[src/rtl/cadence_spike_filter_assert.svh]
// ----------------------------------------------------------------------------
// Assertion macros for the cadence spike filter.
// ----------------------------------------------------------------------------
`ifndef CADENCE_SPIKE_FILTER_ASSERT_SVH
`define CADENCE_SPIKE_FILTER_ASSERT_SVH

// The consequent must hold in the cycle after the antecedent.
`define CSF_ASSERT_NEXT(label, clk, rst, ante, cons) \
   label: assert property (@(posedge clk) disable iff (rst) (ante) |=> (cons)) \
      else $error("cadence spike filter: next-cycle check failed");

// The condition must hold at every clock edge outside reset.
`define CSF_ASSERT_ALWAYS(label, clk, rst, cond) \
   label: assert property (@(posedge clk) disable iff (rst) (cond)) \
      else $error("cadence spike filter: invariant check failed");

`endif

[src/rtl/csf_pkg.sv]
// ----------------------------------------------------------------------------
// csf_pkg
// Shared constants and types of the cadence spike filter.
// ----------------------------------------------------------------------------
`timescale 1ns / 1ps
`default_nettype none

package csf_pkg;

   localparam int WindowLen  = 5;
   localparam int MedianRank = WindowLen / 2;
   localparam int SlotW      = $clog2(WindowLen);
   localparam int CountW     = $clog2(WindowLen + 1);
   localparam int CsrIdxW    = 3;
   localparam int CsrDataW   = 16;

   typedef logic [WindowLen-1:0][7:0] csf_window_type;

   typedef enum logic [CsrIdxW-1:0] {
      CSR_STARTUP_CADENCE  = 3'd0,
      CSR_STARTUP_JUMP_PCT = 3'd1,
      CSR_SPINUP_CADENCE   = 3'd2,
      CSR_SPINUP_JUMP_PCT  = 3'd3,
      CSR_LOW_POWER_WATTS  = 3'd4,
      CSR_STRICT_JUMP_PCT  = 3'd5,
      CSR_STEADY_JUMP_PCT  = 3'd6
   } csf_csr_index_type;

   typedef struct packed {
      logic [7:0]  startup_cadence;
      logic [7:0]  startup_jump_pct;
      logic [7:0]  spinup_cadence;
      logic [7:0]  spinup_jump_pct;
      logic [15:0] low_power_watts;
      logic [7:0]  strict_jump_pct;
      logic [7:0]  steady_jump_pct;
   } csf_cfg_type;

   localparam csf_cfg_type CfgReset = '{
      startup_cadence:  8'd30,
      startup_jump_pct: 8'd200,
      spinup_cadence:   8'd60,
      spinup_jump_pct:  8'd100,
      low_power_watts:  16'd120,
      strict_jump_pct:  8'd15,
      steady_jump_pct:  8'd40
   };

endpackage

`default_nettype wire

[src/rtl/csf_median.sv]
// ----------------------------------------------------------------------------
// csf_median
// Median of the sample window by parallel rank counting.
// ----------------------------------------------------------------------------
`timescale 1ns / 1ps
`default_nettype none

module csf_median
   import csf_pkg::*;
(
   input  wire csf_window_type samples,
   output logic [7:0]          median
);

   localparam logic [CountW-1:0] Rank = CountW'(MedianRank);

   logic [CountW-1:0]    lt_cnt [WindowLen];
   logic [CountW-1:0]    le_cnt [WindowLen];
   logic [WindowLen-1:0] hit;

   // An entry is the median when fewer than Rank+1 entries lie below it
   // and more than Rank entries lie at or below it. All such entries
   // share one value, so an OR of the hits picks it.
   always_comb begin
      for (int i = 0; i < WindowLen; i++) begin
         lt_cnt[i] = '0;
         le_cnt[i] = '0;
         for (int j = 0; j < WindowLen; j++) begin
            lt_cnt[i] = lt_cnt[i] + CountW'(samples[j] <  samples[i]);
            le_cnt[i] = le_cnt[i] + CountW'(samples[j] <= samples[i]);
         end
         hit[i] = (lt_cnt[i] <= Rank) && (le_cnt[i] > Rank);
      end
   end

   always_comb begin
      median = '0;
      for (int i = 0; i < WindowLen; i++) begin
         median = median | ({8{hit[i]}} & samples[i]);
      end
   end

endmodule

`default_nettype wire

[src/rtl/csf_jump.sv]
// ----------------------------------------------------------------------------
// csf_jump
// Decides whether the median jumps too far from the last valid cadence.
// ----------------------------------------------------------------------------
`timescale 1ns / 1ps
`default_nettype none

module csf_jump
   import csf_pkg::*;
(
   input  wire csf_cfg_type cfg,
   input  wire [7:0]        last_cadence,
   input  wire [15:0]       power,
   input  wire [7:0]        median,
   output logic             reject
);

   logic [7:0]  pct;
   logic [15:0] allowed;
   logic [7:0]  diff;
   logic [15:0] diff_x100;

   always_comb begin
      if (last_cadence < cfg.startup_cadence) begin
         pct = cfg.startup_jump_pct;
      end else if (last_cadence < cfg.spinup_cadence) begin
         pct = cfg.spinup_jump_pct;
      end else if (power < cfg.low_power_watts) begin
         pct = cfg.strict_jump_pct;
      end else begin
         pct = cfg.steady_jump_pct;
      end
   end

   // The window is last +/- floor(last * pct / 100). For an integer
   // distance d, d > floor(x / 100) holds exactly when 100 * d > x, so
   // the bound needs no divider. The median never exceeds 255, which
   // makes the saturated upper bound the same test.
   assign allowed   = 16'(last_cadence) * 16'(pct);
   assign diff      = (median >= last_cadence) ? (median - last_cadence)
                                               : (last_cadence - median);
   assign diff_x100 = 16'({diff, 6'b0}) + 16'({diff, 5'b0}) + 16'({diff, 2'b0});
   assign reject    = (last_cadence != 8'd0) && (diff_x100 > allowed);

endmodule

`default_nettype wire

[src/rtl/cadence_spike_filter.sv]
// ----------------------------------------------------------------------------
// cadence_spike_filter
// Median-of-window cadence filter with adaptive jump rejection.
// ----------------------------------------------------------------------------
// Each req beat carries one raw cadence sample and the instant power; each
// produces exactly one rsp beat with the filtered cadence and a held flag.
// A req beat lands in an input register; combinational logic (window
// update, rank-count median, one 8x8 multiply for the jump bound) moves it
// into the rsp register, which drives rsp_valid. One beat per cycle is
// sustained while rsp_ready stays high; the single compute stage, whose
// result also updates the window and the last valid cadence, sets that rate.
// When rsp_ready is low the rsp register holds its beat and the input
// register still takes one more beat; req_ready falls only when both hold
// data. Zero power answers 0 and forgets the last cadence, leaving the
// window alone. Synchronous reset empties both stages, zeroes the window,
// the write slot and the last cadence, and loads the default thresholds.
// csr_we writes one register per cycle with no wait; write only while idle.
// ----------------------------------------------------------------------------
`timescale 1ns / 1ps
`default_nettype none

`include "cadence_spike_filter_assert.svh"

module cadence_spike_filter
   import csf_pkg::*;
(
   input  wire                 clock,
   input  wire                 reset,
   input  wire                 req_valid,
   output logic                req_ready,
   input  wire [7:0]           req_raw_cadence,
   input  wire [15:0]          req_power,
   output logic                rsp_valid,
   input  wire                 rsp_ready,
   output logic [7:0]          rsp_cadence,
   output logic                rsp_held,
   input  wire                 csr_we,
   input  wire [CsrIdxW-1:0]   csr_index,
   input  wire [CsrDataW-1:0]  csr_wdata
);

   localparam logic [SlotW-1:0] SlotLast = SlotW'(WindowLen - 1);

   logic           in_valid_ff, in_valid_in;
   logic [7:0]     raw_ff;
   logic [15:0]    power_ff;
   logic           out_valid_ff, out_valid_in;
   logic [7:0]     cadence_ff, cadence_in;
   logic           held_ff, held_in;
   csf_window_type window_ff, window_in;
   logic [SlotW-1:0] slot_ff, slot_in;
   logic [7:0]     last_ff, last_in;
   csf_cfg_type    cfg_ff, cfg_in;

   csf_window_type win_wr;
   logic [7:0]     median;
   logic           reject;
   logic           advance;
   logic           stopped;

   assign advance   = in_valid_ff && (!out_valid_ff || rsp_ready);
   assign req_ready = !in_valid_ff || advance;
   assign stopped   = (power_ff == 16'd0);

   always_comb begin
      for (int i = 0; i < WindowLen; i++) begin
         win_wr[i] = (slot_ff == SlotW'(i)) ? raw_ff : window_ff[i];
      end
   end

   csf_median u_median (
      .samples (win_wr),
      .median  (median)
   );

   csf_jump u_jump (
      .cfg          (cfg_ff),
      .last_cadence (last_ff),
      .power        (power_ff),
      .median       (median),
      .reject       (reject)
   );

   always_comb begin
      in_valid_in  = in_valid_ff;
      out_valid_in = out_valid_ff;
      cadence_in   = cadence_ff;
      held_in      = held_ff;
      window_in    = window_ff;
      slot_in      = slot_ff;
      last_in      = last_ff;
      cfg_in       = cfg_ff;

      if (req_valid && req_ready) begin
         in_valid_in = 1'b1;
      end else if (advance) begin
         in_valid_in = 1'b0;
      end

      if (advance) begin
         out_valid_in = 1'b1;
      end else if (rsp_ready) begin
         out_valid_in = 1'b0;
      end

      if (advance) begin
         if (stopped) begin
            cadence_in = 8'd0;
            held_in    = 1'b0;
            last_in    = 8'd0;
         end else begin
            cadence_in = reject ? last_ff : median;
            held_in    = reject;
            last_in    = reject ? last_ff : median;
            window_in  = win_wr;
            slot_in    = (slot_ff == SlotLast) ? '0 : slot_ff + 1'b1;
         end
      end

      if (csr_we) begin
         case (csr_index)
            CSR_STARTUP_CADENCE:  cfg_in.startup_cadence  = csr_wdata[7:0];
            CSR_STARTUP_JUMP_PCT: cfg_in.startup_jump_pct = csr_wdata[7:0];
            CSR_SPINUP_CADENCE:   cfg_in.spinup_cadence   = csr_wdata[7:0];
            CSR_SPINUP_JUMP_PCT:  cfg_in.spinup_jump_pct  = csr_wdata[7:0];
            CSR_LOW_POWER_WATTS:  cfg_in.low_power_watts  = csr_wdata;
            CSR_STRICT_JUMP_PCT:  cfg_in.strict_jump_pct  = csr_wdata[7:0];
            CSR_STEADY_JUMP_PCT:  cfg_in.steady_jump_pct  = csr_wdata[7:0];
            default: begin
            end
         endcase
      end
   end

   always_ff @(posedge clock) begin
      if (reset) begin
         in_valid_ff  <= 1'b0;
         out_valid_ff <= 1'b0;
         window_ff    <= '0;
         slot_ff      <= '0;
         last_ff      <= 8'd0;
         cfg_ff       <= CfgReset;
      end else begin
         in_valid_ff  <= in_valid_in;
         out_valid_ff <= out_valid_in;
         window_ff    <= window_in;
         slot_ff      <= slot_in;
         last_ff      <= last_in;
         cfg_ff       <= cfg_in;
      end
   end

   always_ff @(posedge clock) begin
      if (req_valid && req_ready) begin
         raw_ff   <= req_raw_cadence;
         power_ff <= req_power;
      end
      cadence_ff <= cadence_in;
      held_ff    <= held_in;
   end

   assign rsp_valid   = out_valid_ff;
   assign rsp_cadence = cadence_ff;
   assign rsp_held    = held_ff;

   `CSF_ASSERT_ALWAYS(a_slot_in_range, clock, reset, slot_ff <= SlotLast)
   `CSF_ASSERT_NEXT(a_stop_clears, clock, reset, advance && stopped,
      (last_ff == 8'd0) && (rsp_cadence == 8'd0) && !rsp_held)
   `CSF_ASSERT_NEXT(a_held_keeps_last, clock, reset, advance && !stopped && reject,
      (last_ff == $past(last_ff)) && (rsp_cadence == $past(last_ff)))
   `CSF_ASSERT_NEXT(a_no_hold_from_zero, clock, reset, advance && (last_ff == 8'd0),
      !rsp_held)

endmodule

`default_nettype wire

[config.mk]
export PLATFORM = sky130hd
export DESIGN_NAME = cadence_spike_filter
export DESIGN_NICKNAME = d
export VERILOG_FILES = /design/src/rtl/csf_pkg.sv /design/src/rtl/csf_median.sv /design/src/rtl/csf_jump.sv /design/src/rtl/cadence_spike_filter.sv
export VERILOG_INCLUDE_DIRS = /design/src /design/src/rtl
export SDC_FILE = /design/constraint.sdc
export NUM_CORES = 1
export LEC_CHECK = 0
export ABC_AREA = 1
export BUFFER_PORTS_ARGS = -buffer_cell sky130_fd_sc_hd__buf_2
export CORE_ASPECT_RATIO = 1.1
export CORE_MARGIN = 3
export CORE_UTILIZATION = 40
export CTS_BUF_LIST = sky130_fd_sc_hd__clkbuf_8
export DETAILED_ROUTE_END_ITERATION = 10
export GPL_TIMING_DRIVEN = 0
export PLACE_DENSITY_LB_ADDON = 0.3
export SLEW_MARGIN = 20
export SYNTH_ARGS = -nofsm -noshare
export SYNTH_HDL_FRONTEND = slang
export SYNTH_SLANG_ARGS = --single-unit
[constraint.sdc]
create_clock -name clock -period 23 [get_ports clock]
set_input_delay 4.6 -clock clock [delete_from_list [all_inputs] [get_ports clock]]
set_output_delay 4.6 -clock clock [all_outputs]
set_load 0.02 [all_outputs]
==> results.md <==
- The final-report max-slew violation count came to 0.
- The die height is about 200 µm.
- No sink is reached through more buffers than the 2 on the longest clock path.
- The synthesized netlist occupies a cell area of around 13,000 µm².
- The total number of yosys warnings is 0.
- The number of top-level design ports is slightly below 60.
- The post-CTS setup buffer count is 0.
- The worst setup path is launched from a flip-flop.
- The prevailing post-synth register cell is sky130_fd_sc_hd__dfxtp_1.
- The number of buffers inserted for hold repair after clock tree synthesis is 0.
- The tree is rooted in a sky130_fd_sc_hd__clkbuf_8.
- The number of antenna violations at the first check in global routing came to 0.
- Post-CTS repair changed the size of 0 cells.
- The class of the most critical setup path is reg -> reg.
- Cells with a size suffix above 1 make up between 7 and 8% of the layout.
- Setup repair after global routing left no endpoint under its margin.
- The number of nets handed over by synthesis was about 2,000.
- The post-CTS clock slew at the launch and capture registers of the worst setup and hold paths is 0.09 ns.
- For the finished layout, the period the worst path requires is ~13 ns.
- The via count of the first global-routing pass is 11,400.
- The type of element capturing the critical path is a flip-flop.
- The aggregate global routing overflow is 0.
- The final weighted congestion of routability-driven global placement is approximately 0.95.
- The port buffer count is 57.
- The initial detailed-routing violation count is 755.
- The via count is about 12,000.
- For the final database, setup skew stands at 0.0173 ns.
- Yosys mapped a number of flops with a built-in enable equal to 33.
- The clock latency on the worst-skew pair is ~0.46 ns.
- The width of the die is approximately 180 µm.
- The run finished with clean final reports.
- The post-detailed-route count of antenna-violating nets is 0.
- The total CTS buffers is 17.
- The wire length of the first global-routing pass is 57.4 mm.
- The placeable core area is 31,800 µm².
- The final critical path takes up a little under three fifths of the cycle.
- At the worst endpoint, the required time is about 23 ns.
- The setup TNS is 0 ns.
- The area growth from synthesis to layout is 9.22%.
- The highest clock rate is 78.0 MHz.
- The CTS sink count is 150.
- The maximum level of the CTS H-tree is 4.
- The count of final hold-check violations is 0.
- The first-pass iteration count of the detailed router is 7.
- The number of vias per cell is between 5 and 6.
- The cell with the biggest individual delay on the critical path is sky130_fd_sc_hd__o21ai_0.
- The worst pin sits at a relative slew slack of between 20% and 30%.
- After detailed routing, the total wire length is ~36 mm.
- Along the worst path, the maximum fanout reaches 10.
- The detail-routed net length per standard cell is ~16 µm.
- The number of failing setup endpoints in the final timing report is 0.
- In this design, the stage delay of the slowest critical-path cell is 0.90 ns.
- TritonCTS built the clock tree.
- The buffer and inverter count on the worst path is 11.
- The cell repeated most along the worst path is sky130_fd_sc_hd__inv_1.
- The number of cells produced by synthesis is between 1,500 and 2,000.
- The initial utilization of the core area, before any placement, comes to between 40% and 50%.
- The DRC violations left is 0.
- The post-synthesis cell type count is 50.
- The register bit total from synthesis is 150.
- In this run the worst hold path is classified as reg -> reg.
- The die covers approximately 35,000 µm².
- The largest net degree at the start of global routing is 25.
- The post-synthesis sequential area ratio is around a quarter.
- Among cell families on the critical path, the largest total delay comes from compound AO/OA/AOI/OAI gates.
- The number of antenna cells inserted is 0.
- Max-cap violations in this run came to 0.
- The synthesized area per cell is about 7.5 µm².
- The standard-cell row count is around 70.
- The HPWL reported at the end of detailed placement is roughly 29 mm.
- For this run, the total global-route usage over all layers was measured as about a fifth.
- The net total in the final layout is approximately 2,100.
- The signal arrival time at the worst endpoint is between 10 and 15 ns.
- After synthesis, the share of flip-flops with an asynchronous set or reset is 0%.
- For the pin with the worst max-slew slack, the measured transition is approximately 1.2 ns.
## state kept, by name, summed over array words and instances, names as in the netlist
register,count
cfg_ff,64
in_valid_ff,1
last_ff,8
power_ff,16
raw_ff,8
rsp_cadence,8
rsp_held,1
rsp_valid,1
slot_ff,3
window_ff,40
## worst register-to-register path, delay by kind of cell (launching register included)
family	cells	cell delay, ns
AO/OA/AOI/OAI	13	3.85
AND/OR/NAND/NOR	20	3.64
adder cells (fa/ha/maj)	10	3.39
buffers and inverters	11	1.13
flip-flops	1	0.33
XOR/XNOR	1	0.23
## path summary, 6_finish.rpt
path                                            startpoint                         end  slack (ns)  cells past startpoint
worst max-delay path               slot_ff[0]$_SDFFE_PP0P_    rsp_cadence[7]$_DFFE_PP_       10.18                     55
worst min-delay path            window_ff[35]$_SDFFE_PP0P_  window_ff[35]$_SDFFE_PP0P_        0.46                      2
worst max register to register     slot_ff[0]$_SDFFE_PP0P_    rsp_cadence[7]$_DFFE_PP_       10.18                     55
worst min register to register  window_ff[35]$_SDFFE_PP0P_  window_ff[35]$_SDFFE_PP0P_        0.46                      2
## metal layers
metal	track usage (%)	part of all wire, %	routed length [µm]	vias up
li1	-	-	-	5923
met1	27.3	45	16200	5474
met2	34.7	48	17000	295
met3	1.76	4.6	1650	64
met4	6.47	2.3	823	0
met5	0	0	0	-
## synth_stat cells, types with 9 or more instances
master	count	area, µm²
sky130_fd_sc_hd__nand3_1	69	345
sky130_fd_sc_hd__o22ai_1	9	56.3
sky130_fd_sc_hd__o2111ai_1	9	78.8
sky130_fd_sc_hd__edfxtp_1	33	991
sky130_fd_sc_hd__or2_2	10	62.6
sky130_fd_sc_hd__ha_1	199	2490
sky130_fd_sc_hd__dfxtp_1	117	2340
sky130_fd_sc_hd__xnor2_1	13	114
sky130_fd_sc_hd__nand4_1	12	75.1
sky130_fd_sc_hd__a21oi_1	147	736
sky130_fd_sc_hd__o211ai_1	27	203
sky130_fd_sc_hd__o21ai_0	142	711
sky130_fd_sc_hd__xor2_1	21	184
sky130_fd_sc_hd__a211oi_1	11	82.6
sky130_fd_sc_hd__nor2_2	14	87.6
sky130_fd_sc_hd__clkbuf_1	32	120
sky130_fd_sc_hd__o21ai_1	10	50.1
sky130_fd_sc_hd__fa_1	51	1020
sky130_fd_sc_hd__inv_1	304	1140
sky130_fd_sc_hd__nand2_1	276	1040
sky130_fd_sc_hd__nor4_1	10	62.6
sky130_fd_sc_hd__nor2_1	164	616
## cell usage in the layout (no fill, tap or decap), drive strengths merged, types with 4 or more instances in the layout
cell | Yosys | routed
inv | 306 | 310
nand2 | 288 | 288
ha | 199 | 199
nor2 | 178 | 178
o21ai | 156 | 156
a21oi | 147 | 147
dfxtp | 117 | 117
nand3 | 69 | 69
buf | 7 | 64
fa | 51 | 51
clkbuf | 32 | 50
edfxtp | 33 | 33
o211ai | 27 | 27
xor2 | 21 | 21
xnor2 | 13 | 13
nand4 | 12 | 12
a211oi | 11 | 11
nor4 | 10 | 10
or2 | 10 | 10
o22ai | 9 | 9
o2111ai | 9 | 9
clkinv | 4 | 9
nand3b | 7 | 7
a21o | 5 | 5
nor3 | 5 | 5
o21bai | 4 | 4
a31o | 4 | 4
## layout make-up
| type | count | area, µm² |
|---|---|---|
| tap | 420 | 526 |
| clock buffer | 18 | 248 |
| clock inverter | 14 | 151 |
| fill | 3259 | 17500 |
| inverter | 310 | 1160 |
| multi-input combinational | 1252 | 8470 |
| timing repair buffer | 57 | 285 |
| buffer | 39 | 161 |
| sequential | 150 | 3330 |
## metrics by stage
step	area (µm²)	hold WS [ns]	instances	utilization, %	setup slack (ns)
finish	14300	0.457	2260	45.0	10.18
global placement	13900	0.432	2228	43.8	10.26
detailed placement	13900	0.439	2228	43.8	10.22
global route	14300	0.477	2260	45.0	9.06
CTS	14300	0.458	2260	45.0	10.17
floorplan	13100	0.424	1751	-	13.05
## cell families (layout without fill, tap and decap cells)
| kind of cell | count (synthesis) | count (layout) | share of synthesized area, % |
|---|---|---|---|
| simple gates | 583 | 583 | 19.0 |
| fa+ha+maj | 250 | 250 | 26.7 |
| buf+inv | 349 | 438 | 10.1 |
| flops | 150 | 150 | 25.4 |
| xor+xnor | 34 | 34 | 2.27 |
| compound gates | 385 | 385 | 16.5 |
Power is not shown: default switching activity piles up to over one toggle a cycle in this logic, so the estimate is an artifact.
